==> config.mk <==
export PLATFORM = sky130hd
export DESIGN_NAME = timer_delay_jitter_monitor_core_flat
export DESIGN_NICKNAME = d
export VERILOG_FILES = /design/src/rtl/core/tdjm_pkg.sv /design/src/rtl/core/tdjm_if.sv /design/src/rtl/core/tdjm_div.sv /design/src/rtl/core/tdjm_datapath.sv /design/src/rtl/core/tdjm_ctrl.sv /design/src/rtl/core/timer_delay_jitter_monitor_core.sv /design/src/flat_wrapper.sv
export SDC_FILE = /design/constraint.sdc
export NUM_CORES = 2
export LEC_CHECK = 0
export BUFFER_PORTS_ARGS = -buffer_cell sky130_fd_sc_hd__buf_2
export CAP_MARGIN = 15
export CORE_MARGIN = 8
export CORE_UTILIZATION = 55
export CTS_BUF_LIST = sky130_fd_sc_hd__clkbuf_4 sky130_fd_sc_hd__clkbuf_8 sky130_fd_sc_hd__clkbuf_16
export DETAILED_ROUTE_END_ITERATION = 12
export HOLD_SLACK_MARGIN = 0.12
export PLACE_DENSITY = 0.72
export SLEW_MARGIN = 20
export SYNTH_ARGS = -nofsm -noshare
export SYNTH_HDL_FRONTEND = slang
export SYNTH_SLANG_ARGS = --single-unit
==> constraint.sdc <==
create_clock -name clk -period 22.3 [get_ports clk]
set_clock_uncertainty 0.15 [all_clocks]
set_input_delay 2.23 -clock clk [delete_from_list [all_inputs] [get_ports clk]]
set_output_delay 2.23 -clock clk [all_outputs]
set_load 0.02 [all_outputs]
==> src/rtl/core/tdjm_pkg.sv <==
// ----------------------------------------------------------------------------
// tdjm_pkg
// Shared constants, types and command/status structs of the timer delay and
// jitter monitor.
// ----------------------------------------------------------------------------
package tdjm_pkg;

    // Tick counter width and the shared divider's divisor width
    localparam int COUNT_BITS = 32;
    localparam int DIV_W      = (COUNT_BITS > 32) ? COUNT_BITS : 32;

    // Divider: one quotient bit per step over a 64-bit dividend
    localparam int DIV_STEPS  = 64;
    localparam int DIV_CNT_W  = $clog2(DIV_STEPS);

    // Field and register widths
    localparam int TS_W       = 64;
    localparam int FREQ_W     = 32;
    localparam int INTV_W     = 20;
    localparam int OUT_W      = 31;
    localparam int DELAY_W    = 32;
    localparam int SUM_W      = 64;
    localparam int US_W       = 20;
    localparam int PART_W     = 32 + US_W;
    localparam int PROD_W     = TS_W + US_W;

    // Constants
    localparam logic [US_W-1:0]    US_PER_SEC     = US_W'(1000000);
    localparam logic [FREQ_W-1:0]  FREQ_RESET     = FREQ_W'(10000000);
    localparam logic [INTV_W-1:0]  INTERVAL_RESET = INTV_W'(1000);
    localparam logic [OUT_W-1:0]   OUT31_MAX      = '1;
    localparam logic [DELAY_W-1:0] DELAY_MAX      = 32'h7FFF_FFFF;

    // Event request codes
    localparam logic REQ_START = 1'b0;
    localparam logic REQ_TICK  = 1'b1;

    // Configuration port
    localparam int CFG_IDX_W  = 1;
    localparam int CFG_DATA_W = 32;
    localparam logic [CFG_IDX_W-1:0] CFG_FREQ     = 1'b0;
    localparam logic [CFG_IDX_W-1:0] CFG_INTERVAL = 1'b1;

    // Which quotient the shared divider is producing
    typedef enum logic [1:0] {
        SEL_US   = 2'b00,
        SEL_MEAN = 2'b01,
        SEL_JIT  = 2'b10
    } div_sel_t;

    // Controller to datapath commands
    typedef struct packed {
        logic     accept;
        logic     mul_lo;
        logic     mul_hi;
        logic     sum;
        logic     div_start;
        div_sel_t div_sel;
        logic     delay;
        logic     acc;
        logic     out_load;
    } dp_cmd_t;

    // Datapath to controller status
    typedef struct packed {
        logic div_done;
    } dp_stat_t;

endpackage

==> src/rtl/core/tdjm_if.sv <==
// ----------------------------------------------------------------------------
// tdjm_if
// Valid/ready channels of the monitor: timer events in, statistics out.
// ----------------------------------------------------------------------------
interface tdjm_evt_if;
    import tdjm_pkg::*;

    logic              valid;
    logic              ready;
    logic              req_type;
    logic [TS_W-1:0]   timestamp;

    modport source (output valid, output req_type, output timestamp, input ready);
    modport sink   (input valid, input req_type, input timestamp, output ready);
endinterface

interface tdjm_stat_if;
    import tdjm_pkg::*;

    logic                      valid;
    logic                      ready;
    logic [OUT_W-1:0]          avg_delay;
    logic [OUT_W-1:0]          jitter;
    logic signed [DELAY_W-1:0] current_delay;

    modport source (output valid, output avg_delay, output jitter, output current_delay,
                    input ready);
    modport sink   (input valid, input avg_delay, input jitter, input current_delay,
                    output ready);
endinterface

==> src/rtl/core/tdjm_div.sv <==
// ----------------------------------------------------------------------------
// tdjm_div
// Restoring divider, one quotient bit per cycle. The remainder can be
// preloaded so a wide dividend can be split into an upper and lower part.
// ----------------------------------------------------------------------------
module tdjm_div (
    input  logic                          clk,
    input  logic                          rst_n,
    input  logic                          start,
    input  logic [tdjm_pkg::SUM_W-1:0]    dividend,
    input  logic [tdjm_pkg::DIV_W-1:0]    divisor,
    input  logic [tdjm_pkg::DIV_W-1:0]    rem_init,
    output logic                          done,
    output logic [tdjm_pkg::SUM_W-1:0]    quotient
);
    import tdjm_pkg::*;

    logic [SUM_W-1:0]     quo_reg;
    logic [DIV_W-1:0]     rem_reg;
    logic [DIV_W-1:0]     dsr_reg;
    logic [DIV_CNT_W-1:0] cnt_reg;
    logic                 busy_reg;
    logic                 done_reg;

    logic [DIV_W:0]       trial;
    logic [DIV_W:0]       diff;
    logic                 ge;

    // One restoring step
    always_comb
    begin
        trial = {rem_reg, quo_reg[SUM_W-1]};
        diff  = trial - {1'b0, dsr_reg};
        ge    = (trial >= {1'b0, dsr_reg});
    end

    // Control: step counter, busy and done pulse
    always_ff @(posedge clk or negedge rst_n)
    begin
        if (!rst_n)
        begin
            busy_reg <= 1'b0;
            done_reg <= 1'b0;
            cnt_reg  <= '0;
        end
        else
        begin
            done_reg <= 1'b0;
            if (start)
            begin
                busy_reg <= 1'b1;
                cnt_reg  <= '0;
            end
            else if (busy_reg)
            begin
                cnt_reg <= cnt_reg + 1'b1;
                if (cnt_reg == DIV_CNT_W'(DIV_STEPS - 1))
                begin
                    busy_reg <= 1'b0;
                    done_reg <= 1'b1;
                end
            end
        end
    end

    // Datapath: remainder and quotient shift
    always_ff @(posedge clk)
    begin
        if (start)
        begin
            quo_reg <= dividend;
            rem_reg <= rem_init;
            dsr_reg <= divisor;
        end
        else if (busy_reg)
        begin
            quo_reg <= {quo_reg[SUM_W-2:0], ge};
            rem_reg <= ge ? diff[DIV_W-1:0] : trial[DIV_W-1:0];
        end
    end

    assign done     = done_reg;
    assign quotient = quo_reg;

endmodule

==> src/rtl/core/tdjm_datapath.sv <==
// ----------------------------------------------------------------------------
// tdjm_datapath
// Configuration, running statistics, microsecond conversion and the shared
// divider, driven step by step by the controller.
// ----------------------------------------------------------------------------
module tdjm_datapath (
    input  logic                              clk,
    input  logic                              rst_n,
    input  logic                              cfg_we,
    input  logic [tdjm_pkg::CFG_IDX_W-1:0]    cfg_index,
    input  logic [tdjm_pkg::CFG_DATA_W-1:0]   cfg_wdata,
    input  logic [tdjm_pkg::TS_W-1:0]         timestamp,
    input  tdjm_pkg::dp_cmd_t                 cmd,
    output tdjm_pkg::dp_stat_t                stat,
    output logic [tdjm_pkg::OUT_W-1:0]        avg_delay,
    output logic [tdjm_pkg::OUT_W-1:0]        jitter,
    output logic signed [tdjm_pkg::DELAY_W-1:0] current_delay
);
    import tdjm_pkg::*;

    // Configuration and statistics state
    logic [FREQ_W-1:0]         freq_reg;
    logic [INTV_W-1:0]         interval_reg;
    logic [TS_W-1:0]           ref_reg;
    logic signed [DELAY_W-1:0] prev_reg;
    logic [SUM_W-1:0]          dsum_reg;
    logic [SUM_W-1:0]          csum_reg;
    logic [COUNT_BITS-1:0]     count_reg;

    // Per-item work registers
    logic [TS_W-1:0]           diff_reg;
    logic [PART_W-1:0]         lo_reg;
    logic [PART_W-1:0]         hi_reg;
    logic [PROD_W-1:0]         prod_reg;
    logic                      sat_us_reg;
    logic [SUM_W-1:0]          elapsed_reg;
    logic signed [DELAY_W-1:0] delay_reg;
    logic [OUT_W-1:0]          mean_reg;
    logic [OUT_W-1:0]          jit_reg;
    div_sel_t                  sel_reg;

    // Output register
    logic [OUT_W-1:0]          out_mean_reg;
    logic [OUT_W-1:0]          out_jit_reg;
    logic signed [DELAY_W-1:0] out_delay_reg;

    // Divider connections
    logic [SUM_W-1:0]          div_dividend;
    logic [DIV_W-1:0]          div_divisor;
    logic [DIV_W-1:0]          div_rem_init;
    logic                      div_done;
    logic [SUM_W-1:0]          div_quotient;
    logic [OUT_W-1:0]          ratio;

    // Delay and accumulation terms
    logic [SUM_W-1:0]          delay_limit;
    logic signed [DELAY_W:0]   d33;
    logic signed [DELAY_W:0]   p33;
    logic signed [DELAY_W:0]   chg33;
    logic [DELAY_W:0]          abs_delay;
    logic [DELAY_W:0]          abs_change;
    logic [SUM_W:0]            dsum_add;
    logic [SUM_W:0]            csum_add;

    // Configuration registers
    always_ff @(posedge clk or negedge rst_n)
    begin
        if (!rst_n)
        begin
            freq_reg     <= FREQ_RESET;
            interval_reg <= INTERVAL_RESET;
        end
        else if (cfg_we)
        begin
            case (cfg_index)
                CFG_FREQ:     freq_reg     <= cfg_wdata[FREQ_W-1:0];
                CFG_INTERVAL: interval_reg <= cfg_wdata[INTV_W-1:0];
                default:      ;
            endcase
        end
    end

    // Divider operand select
    always_comb
    begin
        case (cmd.div_sel)
            SEL_US:
            begin
                div_dividend = prod_reg[SUM_W-1:0];
                div_divisor  = DIV_W'(freq_reg);
                div_rem_init = DIV_W'(prod_reg[PROD_W-1:SUM_W]);
            end
            SEL_MEAN:
            begin
                div_dividend = dsum_reg;
                div_divisor  = DIV_W'(count_reg);
                div_rem_init = '0;
            end
            SEL_JIT:
            begin
                div_dividend = csum_reg;
                div_divisor  = DIV_W'(count_reg);
                div_rem_init = '0;
            end
            default:
            begin
                div_dividend = '0;
                div_divisor  = '0;
                div_rem_init = '0;
            end
        endcase
    end

    tdjm_div u_div (
        .clk      (clk),
        .rst_n    (rst_n),
        .start    (cmd.div_start),
        .dividend (div_dividend),
        .divisor  (div_divisor),
        .rem_init (div_rem_init),
        .done     (div_done),
        .quotient (div_quotient)
    );

    // Statistic ratio: zero before any tick, clipped to 31 bits
    always_comb
    begin
        if (count_reg == '0)
            ratio = '0;
        else if (div_quotient[SUM_W-1:OUT_W] != '0)
            ratio = OUT31_MAX;
        else
            ratio = div_quotient[OUT_W-1:0];
    end

    // Delay and accumulation terms
    always_comb
    begin
        delay_limit = SUM_W'(interval_reg) + SUM_W'(DELAY_MAX);
        d33         = (DELAY_W+1)'(delay_reg);
        p33         = (DELAY_W+1)'(prev_reg);
        chg33       = d33 - p33;
        abs_delay   = d33[DELAY_W] ? (DELAY_W+1)'(-d33) : d33;
        abs_change  = chg33[DELAY_W] ? (DELAY_W+1)'(-chg33) : chg33;
        dsum_add    = {1'b0, dsum_reg} + (SUM_W+1)'(abs_delay);
        csum_add    = {1'b0, csum_reg} + (SUM_W+1)'(abs_change);
    end

    // Statistics state
    always_ff @(posedge clk or negedge rst_n)
    begin
        if (!rst_n)
        begin
            ref_reg   <= '0;
            prev_reg  <= '0;
            dsum_reg  <= '0;
            csum_reg  <= '0;
            count_reg <= '0;
        end
        else
        begin
            if (cmd.accept)
                ref_reg <= timestamp;
            if (cmd.acc)
            begin
                dsum_reg <= dsum_add[SUM_W] ? '1 : dsum_add[SUM_W-1:0];
                csum_reg <= csum_add[SUM_W] ? '1 : csum_add[SUM_W-1:0];
                if (count_reg != '1)
                    count_reg <= count_reg + 1'b1;
                prev_reg <= delay_reg;
            end
        end
    end

    // Per-item work registers
    always_ff @(posedge clk)
    begin
        if (cmd.accept)
        begin
            diff_reg  <= timestamp - ref_reg;
            delay_reg <= '0;
        end
        if (cmd.mul_lo)
            lo_reg <= PART_W'(diff_reg[31:0]) * PART_W'(US_PER_SEC);
        if (cmd.mul_hi)
            hi_reg <= PART_W'(diff_reg[TS_W-1:32]) * PART_W'(US_PER_SEC);
        if (cmd.sum)
            prod_reg <= {hi_reg, 32'b0} + PROD_W'(lo_reg);
        if (cmd.div_start)
        begin
            sel_reg <= cmd.div_sel;
            // Upper product part not below the frequency: quotient overflows
            sat_us_reg <= (FREQ_W'(prod_reg[PROD_W-1:SUM_W]) >= freq_reg);
        end
        if (div_done)
        begin
            case (sel_reg)
                SEL_US:   elapsed_reg <= sat_us_reg ? '1 : div_quotient;
                SEL_MEAN: mean_reg    <= ratio;
                SEL_JIT:  jit_reg     <= ratio;
                default:  ;
            endcase
        end
        if (cmd.delay)
        begin
            if (elapsed_reg >= delay_limit)
                delay_reg <= DELAY_MAX;
            else
                delay_reg <= DELAY_W'(elapsed_reg - SUM_W'(interval_reg));
        end
        if (cmd.out_load)
        begin
            out_mean_reg  <= mean_reg;
            out_jit_reg   <= jit_reg;
            out_delay_reg <= delay_reg;
        end
    end

    assign stat.div_done  = div_done;
    assign avg_delay      = out_mean_reg;
    assign jitter         = out_jit_reg;
    assign current_delay  = out_delay_reg;

endmodule

==> src/rtl/core/tdjm_ctrl.sv <==
// ----------------------------------------------------------------------------
// tdjm_ctrl
// Sequencer of the monitor: input handshake, datapath steps, divider waits
// and the output valid flag.
// ----------------------------------------------------------------------------
module tdjm_ctrl (
    input  logic                clk,
    input  logic                rst_n,
    input  logic                in_valid,
    input  logic                in_req_type,
    output logic                in_ready,
    output logic                out_valid,
    input  logic                out_ready,
    output tdjm_pkg::dp_cmd_t   cmd,
    input  tdjm_pkg::dp_stat_t  stat
);
    import tdjm_pkg::*;

    typedef enum logic [12:0] {
        S_IDLE      = 13'b0000000000001,
        S_MUL_LO    = 13'b0000000000010,
        S_MUL_HI    = 13'b0000000000100,
        S_SUM       = 13'b0000000001000,
        S_LOAD_US   = 13'b0000000010000,
        S_WAIT_US   = 13'b0000000100000,
        S_DELAY     = 13'b0000001000000,
        S_ACC       = 13'b0000010000000,
        S_LOAD_MEAN = 13'b0000100000000,
        S_WAIT_MEAN = 13'b0001000000000,
        S_LOAD_JIT  = 13'b0010000000000,
        S_WAIT_JIT  = 13'b0100000000000,
        S_OUT       = 13'b1000000000000
    } state_t;

    state_t state_reg;
    state_t state_next;
    logic   out_valid_reg;
    logic   out_valid_next;
    logic   out_free;

    assign out_free = !out_valid_reg || out_ready;

    // Next state and commands
    always_comb
    begin
        state_next    = state_reg;
        cmd           = '0;
        cmd.div_sel   = SEL_US;
        in_ready      = 1'b0;
        case (state_reg)
            S_IDLE:
            begin
                in_ready = 1'b1;
                if (in_valid)
                begin
                    cmd.accept = 1'b1;
                    state_next = (in_req_type == REQ_TICK) ? S_MUL_LO : S_LOAD_MEAN;
                end
            end
            S_MUL_LO:
            begin
                cmd.mul_lo = 1'b1;
                state_next = S_MUL_HI;
            end
            S_MUL_HI:
            begin
                cmd.mul_hi = 1'b1;
                state_next = S_SUM;
            end
            S_SUM:
            begin
                cmd.sum    = 1'b1;
                state_next = S_LOAD_US;
            end
            S_LOAD_US:
            begin
                cmd.div_start = 1'b1;
                cmd.div_sel   = SEL_US;
                state_next    = S_WAIT_US;
            end
            S_WAIT_US:
            begin
                if (stat.div_done)
                    state_next = S_DELAY;
            end
            S_DELAY:
            begin
                cmd.delay  = 1'b1;
                state_next = S_ACC;
            end
            S_ACC:
            begin
                cmd.acc    = 1'b1;
                state_next = S_LOAD_MEAN;
            end
            S_LOAD_MEAN:
            begin
                cmd.div_start = 1'b1;
                cmd.div_sel   = SEL_MEAN;
                state_next    = S_WAIT_MEAN;
            end
            S_WAIT_MEAN:
            begin
                if (stat.div_done)
                    state_next = S_LOAD_JIT;
            end
            S_LOAD_JIT:
            begin
                cmd.div_start = 1'b1;
                cmd.div_sel   = SEL_JIT;
                state_next    = S_WAIT_JIT;
            end
            S_WAIT_JIT:
            begin
                if (stat.div_done)
                    state_next = S_OUT;
            end
            S_OUT:
            begin
                if (out_free)
                begin
                    cmd.out_load = 1'b1;
                    state_next   = S_IDLE;
                end
            end
            default:
            begin
                state_next = S_IDLE;
            end
        endcase
    end

    // Output valid: set on load, cleared when the transaction completes
    always_comb
    begin
        out_valid_next = out_valid_reg;
        if (cmd.out_load)
            out_valid_next = 1'b1;
        else if (out_ready)
            out_valid_next = 1'b0;
    end

    always_ff @(posedge clk or negedge rst_n)
    begin
        if (!rst_n)
        begin
            state_reg     <= S_IDLE;
            out_valid_reg <= 1'b0;
        end
        else
        begin
            state_reg     <= state_next;
            out_valid_reg <= out_valid_next;
        end
    end

    assign out_valid = out_valid_reg;

`ifndef SYNTHESIS
    // An accepted transaction always starts work
    a_accept_leaves_idle: assert property (@(posedge clk) disable iff (!rst_n)
        (in_valid && in_ready) |=> (state_reg != S_IDLE))
        else $error("tdjm_ctrl: accepted transaction left controller idle");

    // Divider completions only land in a wait state
    a_done_in_wait: assert property (@(posedge clk) disable iff (!rst_n)
        stat.div_done |-> (state_reg == S_WAIT_US || state_reg == S_WAIT_MEAN ||
                           state_reg == S_WAIT_JIT))
        else $error("tdjm_ctrl: divider done outside a wait state");

    // A finished result waits while the previous one is still held
    a_out_hold: assert property (@(posedge clk) disable iff (!rst_n)
        (state_reg == S_OUT && out_valid_reg && !out_ready) |=> (state_reg == S_OUT))
        else $error("tdjm_ctrl: result loaded over a pending transaction");

    // Input is never taken while a divider run is pending
    a_no_accept_busy: assert property (@(posedge clk) disable iff (!rst_n)
        cmd.div_start |=> !in_ready)
        else $error("tdjm_ctrl: ready raised during division");
`endif

endmodule

==> src/rtl/core/timer_delay_jitter_monitor_core.sv <==
// ----------------------------------------------------------------------------
// timer_delay_jitter_monitor_core
// Measures timer tick delay against a nominal period and reports mean delay
// and jitter statistics.
// ----------------------------------------------------------------------------
// Usage:
//   events (valid/ready): req_type 0 latches the timestamp as reference;
//   req_type 1 is a tick, measured against the previous reference.
//   stats (valid/ready): one transaction per event with avg_delay, jitter and
//   current_delay (0 for a start event).
//   Configuration: cfg_we/cfg_index/cfg_wdata; index 0 counter frequency,
//   index 1 nominal interval in microseconds. Write only while idle.
// Sequencing:
//   One event at a time. A tick runs the multiply steps, the microsecond
//   conversion, delay and accumulation, then mean and jitter; a start event
//   runs only mean and jitter. All three quotients come from the shared
//   bit-serial divider, and the next event is taken once the result is registered.
// Reset: statistics and reference clear, registers return to 10 MHz and
//   1000 us. Receiver stall: the result register holds; a new event is still
//   accepted and processed, then waits until the register is free.
// ----------------------------------------------------------------------------
module timer_delay_jitter_monitor_core (
    input  logic                             clk,
    input  logic                             rst_n,
    tdjm_evt_if.sink                         events,
    tdjm_stat_if.source                      stats,
    input  logic                             cfg_we,
    input  logic [tdjm_pkg::CFG_IDX_W-1:0]   cfg_index,
    input  logic [tdjm_pkg::CFG_DATA_W-1:0]  cfg_wdata
);
    import tdjm_pkg::*;

    dp_cmd_t  cmd;
    dp_stat_t stat;

    // Sequencer
    tdjm_ctrl u_ctrl (
        .clk         (clk),
        .rst_n       (rst_n),
        .in_valid    (events.valid),
        .in_req_type (events.req_type),
        .in_ready    (events.ready),
        .out_valid   (stats.valid),
        .out_ready   (stats.ready),
        .cmd         (cmd),
        .stat        (stat)
    );

    // Arithmetic and state
    tdjm_datapath u_datapath (
        .clk           (clk),
        .rst_n         (rst_n),
        .cfg_we        (cfg_we),
        .cfg_index     (cfg_index),
        .cfg_wdata     (cfg_wdata),
        .timestamp     (events.timestamp),
        .cmd           (cmd),
        .stat          (stat),
        .avg_delay     (stats.avg_delay),
        .jitter        (stats.jitter),
        .current_delay (stats.current_delay)
    );

endmodule

==> src/flat_wrapper.sv <==
// flat-port wrapper written by rule: the top's interface ports become plain ports
module timer_delay_jitter_monitor_core_flat import tdjm_pkg::*;
  (clk, rst_n, cfg_we, cfg_index, cfg_wdata, events_valid, events_req_type, events_timestamp, events_ready, stats_valid, stats_avg_delay, stats_jitter, stats_current_delay, stats_ready);
  tdjm_evt_if events_i ();
  tdjm_stat_if stats_i ();
  input  logic clk;
  input  logic rst_n;
  input  logic cfg_we;
  input  logic [tdjm_pkg::CFG_IDX_W-1:0] cfg_index;
  input  logic [tdjm_pkg::CFG_DATA_W-1:0] cfg_wdata;
  input wire logic [$bits(events_i.valid)-1:0] events_valid;
  input wire logic [$bits(events_i.req_type)-1:0] events_req_type;
  input wire logic [$bits(events_i.timestamp)-1:0] events_timestamp;
  output wire logic [$bits(events_i.ready)-1:0] events_ready;
  output wire logic [$bits(stats_i.valid)-1:0] stats_valid;
  output wire logic [$bits(stats_i.avg_delay)-1:0] stats_avg_delay;
  output wire logic [$bits(stats_i.jitter)-1:0] stats_jitter;
  output wire logic [$bits(stats_i.current_delay)-1:0] stats_current_delay;
  input wire logic [$bits(stats_i.ready)-1:0] stats_ready;
  assign events_i.valid = events_valid;
  assign events_i.req_type = events_req_type;
  assign events_i.timestamp = events_timestamp;
  assign events_ready = events_i.ready;
  assign stats_valid = stats_i.valid;
  assign stats_avg_delay = stats_i.avg_delay;
  assign stats_jitter = stats_i.jitter;
  assign stats_current_delay = stats_i.current_delay;
  assign stats_i.ready = stats_ready;
  timer_delay_jitter_monitor_core u_core (.clk(clk), .rst_n(rst_n), .events(events_i), .stats(stats_i), .cfg_we(cfg_we), .cfg_index(cfg_index), .cfg_wdata(cfg_wdata));
endmodule
# Word-level counts from Yosys, hierarchy flattened
# Cells that the tools add are included.
dict set report word_totals {
  regBits 953
}
dict set report classes {
  multipliers 2
  n_reduce_logical 17
  add_sub_neg 12
  order_cmp 3
  mux 45
  bitwise_logic 1
  n_eq_ne 24
}
# operator n
set op_table {}
lappend op_table {{64-bit 2-to-1 mux} 4}
lappend op_table {{32-bit 2-to-1 mux} 6}
lappend op_table {{64-bit case mux with 3 select lines} 1}
lappend op_table {{13-bit case mux with 13 select lines} 1}
lappend op_table {{64-bit by 33-bit adder with 65-bit output} 2}
lappend op_table {{32-bit by 14-bit multiplier with 46-bit output, second input constant} 2}
lappend op_table {{84-bit by 52-bit adder with 84-bit output} 1}
lappend op_table {{33-bit 2-to-1 mux} 2}
lappend op_table {{13-bit 2-to-1 mux} 5}
lappend op_table {{64-bit by 32-bit greater-or-equal comparator with 1-bit output} 1}
lappend op_table {{32-bit case mux with 2 select lines} 1}
lappend op_table {{64-bit subtractor} 1}
lappend op_table {{31-bit 2-to-1 mux} 2}
lappend op_table {{33-bit by 32-bit greater-or-equal comparator with 1-bit output} 1}
lappend op_table {{32-bit negator with 33-bit output} 1}
lappend op_table {{33-bit negator} 1}
lappend op_table {{33-bit nonzero test} 1}
lappend op_table {{32-bit by 32-bit subtractor with 33-bit output} 1}
lappend op_table {{20-bit by 31-bit adder with 32-bit output, second input constant} 1}
lappend op_table {{32-bit by 1-bit adder with 32-bit output, second input constant} 1}
lappend op_table {{20-bit by 32-bit greater-or-equal comparator with 1-bit output} 1}
lappend op_table {{32-bit zero test} 1}
lappend op_table {{32-bit != test, second input constant} 1}
lappend op_table {{32-bit by 20-bit subtractor with 32-bit output} 1}
lappend op_table {{32 further kinds} 64}

# Logic depth before layout (Yosys ltp)
dict set report depth {
  depth_word 5
  mapped_depth 28
  depth_no_buf 26
}

# Modules after synthesis
# Synthesis repeated with hierarchy kept, for this count alone.
dict set report hier_totals {
  cells_unflattened 6128
  area_unflattened_um2 65208.8
}
# mod cells_each area_per_inst_um2 instances seq_area_each_um2
set by_module_without_submodules {}
lappend by_module_without_submodules {tdjm_datapath 5396 56683.1 1 22409.0}
lappend by_module_without_submodules {tdjm_div 632 7559.8 1 4043.9}
lappend by_module_without_submodules {tdjm_ctrl 100 965.9 1 351.6}

# Worst setup path before layout
# OpenSTA, ideal clock, no wires.
dict set report synth_timing {
  path_kind {reg-to-reg}
  from {reg u_core.u_ctrl.state_reg[4]}
  to {reg u_core.u_datapath.prod_reg[10] (enable)}
  setup_slack_ns 12.917
  path_stages_with_launch 4
  t_arrival_ns 8.527
  path_buffers 0
  setup_ns 0.707
  cell_sequence {dfrtp_1 -> nor4_1 -> nand3_1 -> nor4_1}
}
dict set report synth_between {
  elab_chain_len 2
}
# item line
set synth_lines {}
lappend synth_lines {{start, declared} tdjm_ctrl.sv:35} ;# state_t state_reg;
lappend synth_lines {{start signal, assigned} tdjm_ctrl.sv:152} ;# state_reg <= state_next;
lappend synth_lines {{13-bit by 4-bit == test with 1-bit output} tdjm_ctrl.sv:50} ;# case (state_reg)
lappend synth_lines {{1-bit 2-to-1 mux} tdjm_ctrl.sv:50}
lappend synth_lines {{end signal, assigned} tdjm_datapath.sv:188} ;# prod_reg <= {hi_reg, 32'b0} + PROD_W'(lo_reg);
lappend synth_lines {{end, declared} tdjm_datapath.sv:34} ;# logic [PROD_W-1:0] prod_reg;
# Every way passes these cells.
# A chain may end at the register's enable or synchronous reset.

# Worst setup path in the final report
dict set report layout_timing {
  from {reg u_core.u_datapath.delay_reg[0]}
  to {reg u_core.u_datapath.csum_reg[63]}
}
dict set report layout_between {
  elab_chain_len 5
}
# item line
set layout_lines {}
lappend layout_lines {{start, declared} tdjm_datapath.sv:37} ;# logic signed [DELAY_W-1:0] delay_reg;
lappend layout_lines {{start signal, assigned} tdjm_datapath.sv:209} ;# delay_reg <= DELAY_W'(elapsed_reg - SUM_W'(interval_reg));
lappend layout_lines {{32-bit by 32-bit subtractor with 33-bit output (*)} tdjm_datapath.sv:142} ;# chg33 = d33 - p33;
lappend layout_lines {{33-bit negator} tdjm_datapath.sv:144} ;# abs_change = chg33[DELAY_W] ? (DELAY_W+1)'(-chg33) : chg33;
lappend layout_lines {{33-bit 2-to-1 mux (*)} tdjm_datapath.sv:144}
lappend layout_lines {{64-bit by 33-bit adder with 65-bit output (*)} tdjm_datapath.sv:146} ;# csum_add = {1'b0, csum_reg} + (SUM_W+1)'(abs_change);
lappend layout_lines {{64-bit 2-to-1 mux (*)} tdjm_datapath.sv:167} ;# csum_reg <= csum_add[SUM_W] ? '1 : csum_add[SUM_W-1:0];
lappend layout_lines {{end signal, assigned} tdjm_datapath.sv:167}
lappend layout_lines {{end, declared} tdjm_datapath.sv:27} ;# logic [SUM_W-1:0] csum_reg;
# Mark *: on every way between the ends. The rest lies on a longest branch, timed or not.

==> summary.md <==
| Metric | Value |
|---|---|
| Post-CTS Resized | `0` |
| DR DRC count | `0` |
| Vias in the first global route | `46,710` |
| Primary FF master, synth | `edfxtp_1` |
| DP Wirelength | `124.5 mm` |
| Row count | `126` |
| Placer Congestion | `0.9308` |
| CTS sink cnt | `947` |
| Ys Warns | `0` |
| Worst Hold Class | `flop to flop` |
| CP max stage delay | `0.65 ns` |
| FFs w/ async S/R, synth | `34.85%` |
| Cell taking the most area after synthesis | `edfxtp_1` |
| Setup violations, final | `0` |
| Slew Limit Fails | `0` |
| CP required | `22.74 ns` |
| Most frequent cells in the layout | `inv_1 (635), edfxtp_1 (617), ha_1 (594)` |
| Fin util | `60.45%` |
| Total wire length | `162.3 mm` |
| Post-DRT Antenna Nets | `0` |
| Largest net degree at the start of global routing | `165` |
| Startpoint types | `flop` |
| Drt pass-1 iters | `6` |
| Fin nets | `7,360` |
| Sequential share of the synthesized area | `41.12%` |
| Syn Area/Cell | `10.41 µm²` |
| Initial antenna violation count | `3` |
| Final period util | `32.07%` |
| Post-DR vias/cell | `5.893` |
| Clock-pin slew on the worst setup and hold paths | `0.07 ns` |
| Max transition margin | `26.35%` |
| Synth Cell Area | `0.06519 mm²` |
| Tmin final | `7.152 ns` |
| Synth Register Bits | `947` |
| Max FFs per register | `78` |
| Hold Buf Count CTS | `0` |
| R2r setup slk | `15.15 ns` |
| Per-cell routed wire length | `20.28 µm` |
| Commonest non-fill, non-tap cell in the layout | `inv_1` |
| Buffer and inverter count on the worst path | `1` |
| DIE HEIGHT | `360.3 µm` |
| CORE AREA | `0.1178 mm²` |
| H-Tree Depth | `3` |
| CP arrival | `7.59 ns` |
| Port Buffer Count | `198` |
| Top cells by area, synth | `edfxtp_1 (28%), dfrtp_1 (12%), ha_1 (11%)` |
| CTS buffer count | `100` |
| Critical path capture point type | `flop` |
| Area grow syn2layout | `9.201%` |
| Ports | `199` |
| Via count | `47,160` |
| Crit Path Class | `flop to flop` |
| First-pass GRT wire length | `256.8 mm` |
| TritonCTS clock tree | `built` |
| Max-cap viol count | `0` |
| Starting DRT DRC Count | `3,745` |
| Top delay family on crit path | `compound AO/OA/AOI/OAI gates` |
| Layout cell share with drive strength beyond 1 | `9.695%` |
| Slowest cell on crit path | `nand4_1` |
| EDFF count, synth | `617` |
| Die area | `0.1298 mm²` |
| Final Hold Vio Count | `0` |
| Gr usage total | `24.48%` |
| Unrepaired setup endpoints after global routing | `false` |
| Grt ovf | `0` |
| Clock Latency Late Sink | `0.72 ns` |
| Setup bufs post-CTS | `0` |
| Net Count, Synth | `7,241` |
| Clk Tree Root Cell | `clkbuf_16` |
| CTS max path bufs | `3` |
| Fmax | `139.8 MHz` |
| Post-Synthesis Cells | `6,264` |
| Unique masters post-synth | `104` |
| Crit Path Max Fanout | `22` |
| Tightest Pin Transition | `1.105 ns` |
| Outcome | `finished, final reports clean` |
| Setup TNS | `0 ns` |
| Yosys top cell area share | `28.42%` |
| Die W | `360.3 µm` |
| Initial Util | `55.36%` |
==> through the flow <==
stage               area, µm²  cells  setup slack, ns  hold WS (ns)
floorplan               65190   6264            12.92        0.2503
global placement        67650   7816            15.34        0.2525
detailed placement      67650   7816            15.19        0.2545
CTS                     71170   8002            15.16        0.2600
global route            71190   8003            14.64        0.2650
finish                  71190   8004            15.15        0.2589
==> synthesized netlist by cell type, types with 10 or more instances <==
cell / count
nor2_1: 335
edfxtp_1: 617
dfrtp_1: 315
a21oi_1: 369
nand2_1: 484
nand4_1: 91
inv_1: 636
o21ai_1: 24
and2_1: 22
a21o_1: 195
a22o_1: 60
and3_1: 74
mux2_2: 44
clkbuf_1: 183
ha_1: 597
a221o_1: 10
buf_2: 22
o21ai_0: 362
or2_2: 72
nor2b_1: 47
nor3_1: 68
o31ai_1: 23
xnor2_1: 309
nor4_1: 48
o21bai_1: 40
a31oi_1: 81
a22oi_1: 97
xor2_1: 161
buf_1: 12
o211ai_1: 23
dfstp_2: 15
a211oi_1: 48
or4_1: 11
and4_1: 20
o21a_1: 70
o41ai_1: 10
or3_1: 20
a31o_2: 10
nand3_1: 135
nand2b_1: 57
fa_1: 277
==> logic make-up after synthesis <==
family                     Yosys count  synth area share, %
AOI/OAI and AO/OA                 1536                15.30
xor gates and xnor gates           470                6.314
adders and majority gates          874                19.96
buffers and inverters              860                5.040
DFF                                947                41.12
muxes                               47               0.8061
other                                1             0.005752
and+or+nand+nor                   1529                11.46
==> worst paths after layout <==
kind                                                                  end  cells past startpoint                                         start
setup / recovery               u_core.u_datapath.csum_reg[63]$_DFFE_PN0P_                     26  u_core.u_datapath.delay_reg[0]$_SDFFCE_PN0P_
hold / removal                      u_core.u_datapath.jitter[1]$_DFFE_PP_                      0        u_core.u_datapath.jit_reg[1]$_DFFE_PP_
setup reg to reg               u_core.u_datapath.csum_reg[63]$_DFFE_PN0P_                     26  u_core.u_datapath.delay_reg[0]$_SDFFCE_PN0P_
min in group asynchronous  u_core.u_datapath.u_div.cnt_reg[3]$_DFFE_PN0P_                      1                                         rst_n
hold reg to reg                     u_core.u_datapath.jitter[1]$_DFFE_PP_                      0        u_core.u_datapath.jit_reg[1]$_DFFE_PP_
max in group asynchronous       u_core.u_datapath.ref_reg[51]$_DFFE_PN0P_                      3                                         rst_n
==> cell type report <==
class                           instances  area, µm²
Sequential cell                       947      26800
Clock buffer                          127       2761
Clock inverter                         59      763.2
Multi-Input combinational cell       4457      35210
Timing Repair Buffer                  239       1329
Tap cell                             1536       1922
Fill cell                            9566      46570
Inverter                              638       2400
Antenna cell                            1      2.502
==> layer usage <==
layer  vias up  track usage, %  wire length (µm)
met5         -               0                12
met4         2           10.43              7915
met3       315           3.690             10320
met2      1512           39.76             74290
met1     22860           32.80             69750
li1      22480               -                 -
Power is not shown: default switching activity piles up to over one toggle a cycle in this logic, so the estimate is an artifact.
